File: config.mk
export PLATFORM = sky130hd
export DESIGN_NAME = rct_cell
export DESIGN_NICKNAME = d
export VERILOG_FILES = /design/src/rtl/core/rct_pkg.sv /design/src/rtl/core/rct_cell.sv
export SDC_FILE = /design/constraint.sdc
export NUM_CORES = 1
export LEC_CHECK = 0
export BUFFER_PORTS_ARGS = -buffer_cell sky130_fd_sc_hd__buf_2
export CAP_MARGIN = 15
export CORE_MARGIN = 8
export CORE_UTILIZATION = 45
export CTS_BUF_LIST = sky130_fd_sc_hd__clkbuf_4
export CTS_CLUSTER_DIAMETER = 30
export DETAILED_ROUTE_END_ITERATION = 7
export PLACE_DENSITY = 0.74
export SLEW_MARGIN = 20
export SYNTH_ARGS = -nofsm -noshare
export SYNTH_HDL_FRONTEND = slang
export SYNTH_SLANG_ARGS = --single-unit
export TNS_END_PERCENT = 10
File: constraint.sdc
create_clock -name clock -period 9.1 [get_ports clock]
set_clock_uncertainty 0.2 [all_clocks]
set_input_delay 0.91 -clock clock [delete_from_list [all_inputs] [get_ports clock]]
set_output_delay 0.91 -clock clock [all_outputs]
set_load 0.01 [all_outputs]
File: src/rtl/core/rct_pkg.sv
// shared types and constants for the reference count table
package rct_pkg;

   localparam int ENTRIES    = 16;
   localparam int COUNT_BITS = 16;
   localparam int ADDR_BITS  = 32;

   localparam logic [COUNT_BITS-1:0] COUNT_ONE = COUNT_BITS'(1);
   localparam logic [COUNT_BITS-1:0] COUNT_MAX = '1;

   typedef enum logic [1:0] {
      REQ_ALLOC   = 2'd0,
      REQ_ASSIGN  = 2'd1,
      REQ_RELEASE = 2'd2,
      REQ_NONE    = 2'd3
   } req_code_type;

   typedef enum logic [1:0] {
      KIND_DONE    = 2'd0,
      KIND_FREED   = 2'd1,
      KIND_FULL    = 2'd2,
      KIND_NOTHING = 2'd3
   } kind_type;

   // request token that walks down the row of cells
   typedef struct packed {
      req_code_type         op;
      logic                 same;
      logic [ADDR_BITS-1:0] old_address;
      logic [ADDR_BITS-1:0] new_address;
      logic                 placed;
      logic                 old_hit;
      logic                 new_hit;
      logic                 held_valid;
      logic [ADDR_BITS-1:0] held_address;
   } tok_type;

   // early result pushed by a cell during release all
   typedef struct packed {
      logic                 valid;
      logic [ADDR_BITS-1:0] address;
   } emit_type;

endpackage

File: src/rtl/core/rct_cell.sv
// one table slot: live bit, address and count, acting on the passing token
module rct_cell (
   input  logic             clock,
   input  logic             reset,
   input  logic             prev_valid,
   input  rct_pkg::tok_type prev_tok,
   input  logic             emit_ready,
   output logic             next_valid,
   output rct_pkg::tok_type next_tok,
   output rct_pkg::emit_type emit
);

   logic                              tok_vld_ff, tok_vld_in;
   rct_pkg::tok_type                  tok_ff, tok_in;
   logic                              live_ff, live_in;
   logic [rct_pkg::ADDR_BITS-1:0]     address_ff, address_in;
   logic [rct_pkg::COUNT_BITS-1:0]    count_ff, count_in;
   rct_pkg::tok_type                  tok_out;
   logic                              need_emit;
   logic                              stall;

   // release all pushes the previously held address when it meets another live slot
   assign need_emit = tok_vld_ff && (tok_ff.op == rct_pkg::REQ_RELEASE) &&
                      live_ff && tok_ff.held_valid;
   assign stall     = need_emit && !emit_ready;

   // slot update and token update
   always_comb begin
      tok_out    = tok_ff;
      live_in    = live_ff;
      address_in = address_ff;
      count_in   = count_ff;
      if (tok_vld_ff && !stall) begin
         unique case (tok_ff.op)
            rct_pkg::REQ_ALLOC: begin
               if (!tok_ff.placed && !live_ff) begin
                  live_in        = 1'b1;
                  address_in     = tok_ff.new_address;
                  count_in       = rct_pkg::COUNT_ONE;
                  tok_out.placed = 1'b1;
               end
            end
            rct_pkg::REQ_ASSIGN: begin
               if (!tok_ff.same && live_ff) begin
                  if (!tok_ff.old_hit && address_ff == tok_ff.old_address) begin
                     tok_out.old_hit = 1'b1;
                     if (count_ff <= rct_pkg::COUNT_ONE) begin
                        live_in              = 1'b0;
                        count_in             = '0;
                        tok_out.held_valid   = 1'b1;
                        tok_out.held_address = address_ff;
                     end else begin
                        count_in = count_ff - rct_pkg::COUNT_ONE;
                     end
                  end else if (!tok_ff.new_hit && address_ff == tok_ff.new_address) begin
                     tok_out.new_hit = 1'b1;
                     if (count_ff != rct_pkg::COUNT_MAX) begin
                        count_in = count_ff + rct_pkg::COUNT_ONE;
                     end
                  end
               end
            end
            rct_pkg::REQ_RELEASE: begin
               if (live_ff) begin
                  live_in              = 1'b0;
                  tok_out.held_valid   = 1'b1;
                  tok_out.held_address = address_ff;
               end
            end
            default: begin
            end
         endcase
      end
   end

   // token moves on unless waiting for the output register
   always_comb begin
      if (stall) begin
         tok_vld_in = tok_vld_ff;
         tok_in     = tok_ff;
      end else begin
         tok_vld_in = prev_valid;
         tok_in     = prev_tok;
      end
   end

   assign next_valid   = tok_vld_ff && !stall;
   assign next_tok     = tok_out;
   assign emit.valid   = need_emit && emit_ready;
   assign emit.address = tok_ff.held_address;

   // control state
   always_ff @(posedge clock) begin
      if (reset) begin
         tok_vld_ff <= 1'b0;
         live_ff    <= 1'b0;
      end else begin
         tok_vld_ff <= tok_vld_in;
         live_ff    <= live_in;
      end
   end

   // payload
   always_ff @(posedge clock) begin
      tok_ff     <= tok_in;
      address_ff <= address_in;
      count_ff   <= count_in;
   end

endmodule

Word level (Yosys, flattened, before mapping)
Cells that the tools add are included.

cells by class
  $add $sub $neg = 2
  $lt $le $gt $ge = 1
  equal/unequal tests = 11
  multiplexer cells = 24
  reductions and logical operators = 23

operators by type and width
  kind                     count
  $mux W33                 3
  $mux W16                 6
  $pmux W33 S2             1
  $eq A32 B32 Y1           2
  $mux W36                 1
  $mux W35                 1
  $pmux W16 S2             1
  $add A16 B1 Y16 const B  1
  $le A16 B1 Y1 const B    1
  $ne A16 B16 Y1 const B   1
  $sub A16 B1 Y16 const B  1
  $reduce_and A6 Y1        2
  $logic_and A1 B1 Y1      10
  $mux W1                  9
  $ne A2 B2 Y1 const B     4
  $logic_not A1 Y1         7
  $ne A3 B3 Y1 const B     2
  $pmux W1 S3              1
  $reduce_and A3 Y1        1
  $reduce_bool A3 Y1       1
  $eq A2 B1 Y1 const B     1
  $eq A2 B2 Y1 const B     1
  $logic_not A2 Y1         1
  $mux W2                  1
  $reduce_bool A2 Y1       1

word-level totals
  flip-flop bits (word level) = 153
  input port bits = 107
  output and inout bits = 137
  word-level logic and storage cells = 74

Depth between registers and ports, before layout
  depth after elaboration = 8
  gate-level depth with buffers = 10
  depth with buffers taken out = 9

Worst setup path before layout
Ideal clock, no wire load.

  kind = reg2reg
  start = register tok_ff (netlist bit next_tok[101])
  end = register count_ff[0] (netlist bit), enable pin
  setup time = 0.409 ns
  arrival time = 5.189 ns
  required time = 8.491 ns
  setup slack = 3.302 ns
  cell stages (with the launch flop) = 9
  path buffers = 1
  clock period less this slack = 5.798 ns
  cells stage by stage = edfxtp_1 -> inv_1 -> ha_1 -> nand4_1 -> nand2b_1 -> and2_0 -> clkbuf_1 -> nand2_1 -> nor3_1

between the ends
  word-level cells in the longest chain between the ends = 8
  elaborated cells between the ends (all ways) = 15
  those cells by class = eq/ne: 6; reduce/logical: 9

ends and longest elaborated chain
  element                           line             RTL
  from (decl)                       rct_cell.sv:14   rct_pkg::tok_type tok_ff, tok_in;
  from (signal assigned)            rct_cell.sv:105  tok_ff <= tok_in;
  $eq A2 B2 Y1                      rct_cell.sv:23   assign need_emit = tok_vld_ff && (tok_ff.op == rct_pkg::REQ_RELEASE) &&
  $logic_and A1 B1 Y1 (2 in a row)  rct_cell.sv:23
  $logic_and A1 B1 Y1               rct_cell.sv:24   live_ff && tok_ff.held_valid;
  $logic_and A1 B1 Y1               rct_cell.sv:25   assign stall = need_emit && !emit_ready;
  $logic_not A1 Y1                  --
  $logic_and A1 B1 Y1               --
  via next_valid                    rct_cell.sv:8    output logic next_valid,
  $reduce_and A6 Y1 (no line)       --
  to (signal assigned)              rct_cell.sv:107  count_ff <= count_in;
  to (decl)                         rct_cell.sv:17   logic [rct_pkg::COUNT_BITS-1:0] count_ff, count_in;

The timed path passes the listed nets, and every way through them passes these cells.
A chain may end at the register's enable or synchronous reset.

==> metrics.log <==
INFO  metric finalSetupViolCount = 0
INFO  metric post_cts_buffers = 0
INFO  metric clk_pin_slew = approximately 0.17 ns
INFO  metric slew-limit-headroom = 25.6%
INFO  metric antenna_found_initial = 2
INFO  metric final.setup.worst_slack = 3.73 ns
INFO  metric post-place-ws = around 4.3 ns
INFO  metric cp_data_arrival_time = about 4.3 ns
INFO  metric worst_ep_required_time = 7.99 ns
INFO  metric primary_flip_flop_cell_chosen_by_synthesis_mapping = sky130_fd_sc_hd__edfxtp_1
INFO  metric finalSetupTns = 0 ns
INFO  metric static-leakage-power = between 3 and 4 nW
INFO  metric fin_crit_sh = between 50% and 60%
INFO  metric layout.filler_cells = ~1700
INFO  metric holdCritPathClass = in -> reg
INFO  metric crit_start = address_ff[22]$_DFFE_PP_
INFO  metric cts-root-to-sink-buffers = 2
INFO  metric crit_fanout = 47
INFO  metric status = finished, final reports clean
INFO  metric p_sw_share = 29.7%
INFO  metric power.ir.vdd_worst = between 150 and 200 µV
INFO  metric grt_usage = 20.0%
INFO  metric core-area = between 15000 and 20000 µm²
INFO  metric detail_route.wl_per_cell = 21.7 µm
INFO  metric mean_instance_size_in_the_synthesized_netlist = 11.6 µm²
INFO  metric finalWeightedCongestion = ~0.86
INFO  metric min_delay_startpoint = prev_tok[44]
INFO  metric gr_ovfl_total = 0
INFO  metric ys_warn_count = 0
INFO  metric antenna_violating_nets_left = 0
INFO  metric drc = 0
INFO  metric grt_pass1_wl = 36.3 mm
INFO  metric timing.critical_path.from_type = flop
INFO  metric comb_power_share = 11.3%
INFO  metric vias_per_cell = between 5 and 6
INFO  metric first_global_vias = just over 6000
INFO  metric floorplan.die.width = 154 µm
INFO  metric clock_latency = 0.58 ns
INFO  metric dpl.hpwl = 17.8 mm
INFO  metric critical_path.reg2reg.startpoint = address_ff[22]$_DFFE_PP_
INFO  metric synth.ff_latch_count = 153
INFO  metric worst_hold_path_depth = 1
INFO  metric floorplan.initialDensity = a little under half
INFO  metric initialDrtViolationCount = between 400 and 500
INFO  metric route.vias.total = 6225
INFO  metric multi_input_comb_area = 3030 µm²
INFO  metric drt_wl_total = 24.2 mm
INFO  metric dp.cells = 1081
INFO  metric ys_async_sr_fraction = 0%
INFO  metric nets = 980
INFO  metric cts.sinks = 153
INFO  metric tritoncts = built
INFO  metric power.density = 150 nW/µm²
INFO  metric ctsHtreeMaxLevel = 4
INFO  metric cts.hold.buffers_added = 0
INFO  metric number_of_slew_limit_violations_in_the_final_report = 0
INFO  metric layout_commonest_cell = sky130_fd_sc_hd__buf_2
INFO  metric synth_edf_count = 151
INFO  metric clock_power_share = between 30% and 40%
INFO  metric number_of_standard_cells_after_synthesis = 739
INFO  metric setup_cp_type = reg -> out
INFO  metric io_buffer_count = 243
INFO  metric drv_cap = 0
INFO  metric worst-slew-pin-transition = roughly 1.1 ns
INFO  metric area_grow_syn2layout = 11.4%
INFO  metric grt_start_max_net_pins = 72
INFO  metric rsz_0062_raised_after_global_routing = false
INFO  metric fin_util = 51.1%
INFO  metric synth_fp_nets = 853
INFO  metric power.share.sequential = 58.3%
INFO  metric die_h = 154 µm
INFO  metric detailed_routing_iteration_count_for_the_pre_antenna_repair_pass = 5
INFO  metric clock_period_minus_final_worst_setup_slack = 5.37 ns
INFO  metric r2r.worst_path.cells = 7
INFO  metric finalHoldViolations = 0
INFO  metric die_area = between 20000 and 25000 µm²
INFO  metric max_freq = 186 MHz
INFO  metric netlist_area = 8550 µm²
INFO  metric post_route_cells_drive_above_1_share = 38.5%
INFO  metric ff_latch_area = 4580 µm²
INFO  metric power.switching = ~430 µW
INFO  metric synth.yosys.seq_area_share = between 50% and 60%
INFO  metric layout.cells.most_common_list = sky130_fd_sc_hd__buf_2, sky130_fd_sc_hd__edfxtp_1, sky130_fd_sc_hd__nand3_1
INFO  metric post_synth_num_cell_types = 56
INFO  metric cellInternalPower = 1.01 mW
INFO  metric cts_root_buffer = sky130_fd_sc_hd__clkbuf_4
INFO  metric stdcell_count = 1115
INFO  metric row_count = 50
INFO  metric ios = 244
INFO  metric ctsResizeCount = 0
INFO  metric cts_made_buffers = 17
INFO  metric setup.worst_path.end_class = primary output
## worst max-delay path, cell delays in order (launching register included)
cell and delay [ns]:
sky130_fd_sc_hd__edfxtp_1 0.52, sky130_fd_sc_hd__xor2_1 0.18, sky130_fd_sc_hd__nor4_1 0.68, sky130_fd_sc_hd__nand4_1 0.45
sky130_fd_sc_hd__nor3_2 0.24, sky130_fd_sc_hd__buf_4 0.28, sky130_fd_sc_hd__nand3_2 0.37, sky130_fd_sc_hd__buf_4 0.43
sky130_fd_sc_hd__o211ai_1 0.31, sky130_fd_sc_hd__buf_2 0.19
## sequential cells by signal, indices dropped and copies added, names as in the netlist
register	flops
emit	32
address_ff	32
live_ff	1
count_ff	16
next_tok	67
tok_ff	4
tok_vld_ff	1
## cell type report
class                           instances  share of cell area (%)
Sequential cell                       153                    48.1
Multi-Input combinational cell        432                    31.9
Timing Repair Buffer                  250                    13.3
Tap cell                              234                    3.08
Clock inverter                         15                    1.80
Clock buffer                           17                    1.34
Inverter                               12                   0.473
Antenna cell                            2                  0.0526
## cell families (layout without fill, tap and decap cells)
group / after synthesis / in the layout / share of synthesized area, %
AO/OA/AOI/OAI: 109 / 109 / 8.92
XOR/XNOR: 67 / 67 / 6.87
adder cells (fa/ha/maj): 7 / 7 / 1.02
buffers and inverters: 154 / 294 / 11.4
flip-flops: 153 / 153 / 53.5
multiplexers: 34 / 34 / 4.46
other: 0 / 2 / 0
AND/OR/NAND/NOR: 215 / 215 / 13.8
## Yosys cell counts (3+ instances only)
cell                         n  area [µm²]
sky130_fd_sc_hd__a211oi_1    4        30.0
sky130_fd_sc_hd__a21oi_1    38         190
sky130_fd_sc_hd__a221oi_2    3        45.0
sky130_fd_sc_hd__a311oi_1    5        43.8
sky130_fd_sc_hd__and3_1     37         231
sky130_fd_sc_hd__buf_1       7        26.3
sky130_fd_sc_hd__buf_2       9        45.0
sky130_fd_sc_hd__buf_4     100         751
sky130_fd_sc_hd__clkbuf_1   25        93.8
sky130_fd_sc_hd__edfxtp_1  151        4530
sky130_fd_sc_hd__ha_1        7        87.6
sky130_fd_sc_hd__inv_1      11        41.3
sky130_fd_sc_hd__mux2_2     32         360
sky130_fd_sc_hd__nand2_1    22        82.6
sky130_fd_sc_hd__nand2b_1    3        18.8
sky130_fd_sc_hd__nand3_1    75         375
sky130_fd_sc_hd__nand4_1    12        75.1
sky130_fd_sc_hd__nor2_1     16        60.1
sky130_fd_sc_hd__nor3_1     14        70.1
sky130_fd_sc_hd__nor4_1     12        75.1
sky130_fd_sc_hd__o211ai_1   32         240
sky130_fd_sc_hd__o21ai_0     8        40.0
sky130_fd_sc_hd__o221a_2     4        45.0
sky130_fd_sc_hd__o31ai_1     4        30.0
sky130_fd_sc_hd__or3_1       6        37.5
sky130_fd_sc_hd__or4_4       3        33.8
sky130_fd_sc_hd__xnor2_1    33         289
sky130_fd_sc_hd__xor2_1     34         298
## metrics by stage
stage,power (mW),hold slack (ns),area (µm²)
6_report,1.43,0.291,9520
5_1_grt,1.48,0.236,9520
4_1_cts,1.44,0.249,9520
3_5_place_dp,1.01,0.284,9220
3_3_place_gp,1.01,0.280,9220
2_1_floorplan,0.954,0.274,8550
## power groups by stage
stage | registers (mW) | logic, mW | clock network [mW]
finish | 0.835 | 0.161 | 0.436
global route | 0.839 | 0.175 | 0.466
CTS | 0.835 | 0.163 | 0.444
detailed placement | 0.851 | 0.162 | 0
global placement | 0.850 | 0.160 | 0
floorplan | 0.837 | 0.116 | 0
## worst paths after layout
path / endpoint / slack [ns]
worst max-delay path: next_tok[19] / 3.73
worst min-delay path: next_tok[44]$_DFFE_PN_ / 0.29
worst max register to register: count_ff[11]$_SDFFCE_PN0P_ / 4.89
worst min register to register: address_ff[0]$_DFFE_PP_ / 0.32
## layer usage
layer | vias to the layer above | wire length, µm | global-route usage (%)
met5 | - | 12 | 0
met4 | 2 | 331 | 4.85
met3 | 23 | 2060 | 6.67
met2 | 286 | 12200 | 34.3
met1 | 2994 | 9550 | 23.7
li1 | 2920 | - | -
(Power assumes the default switching activity.)
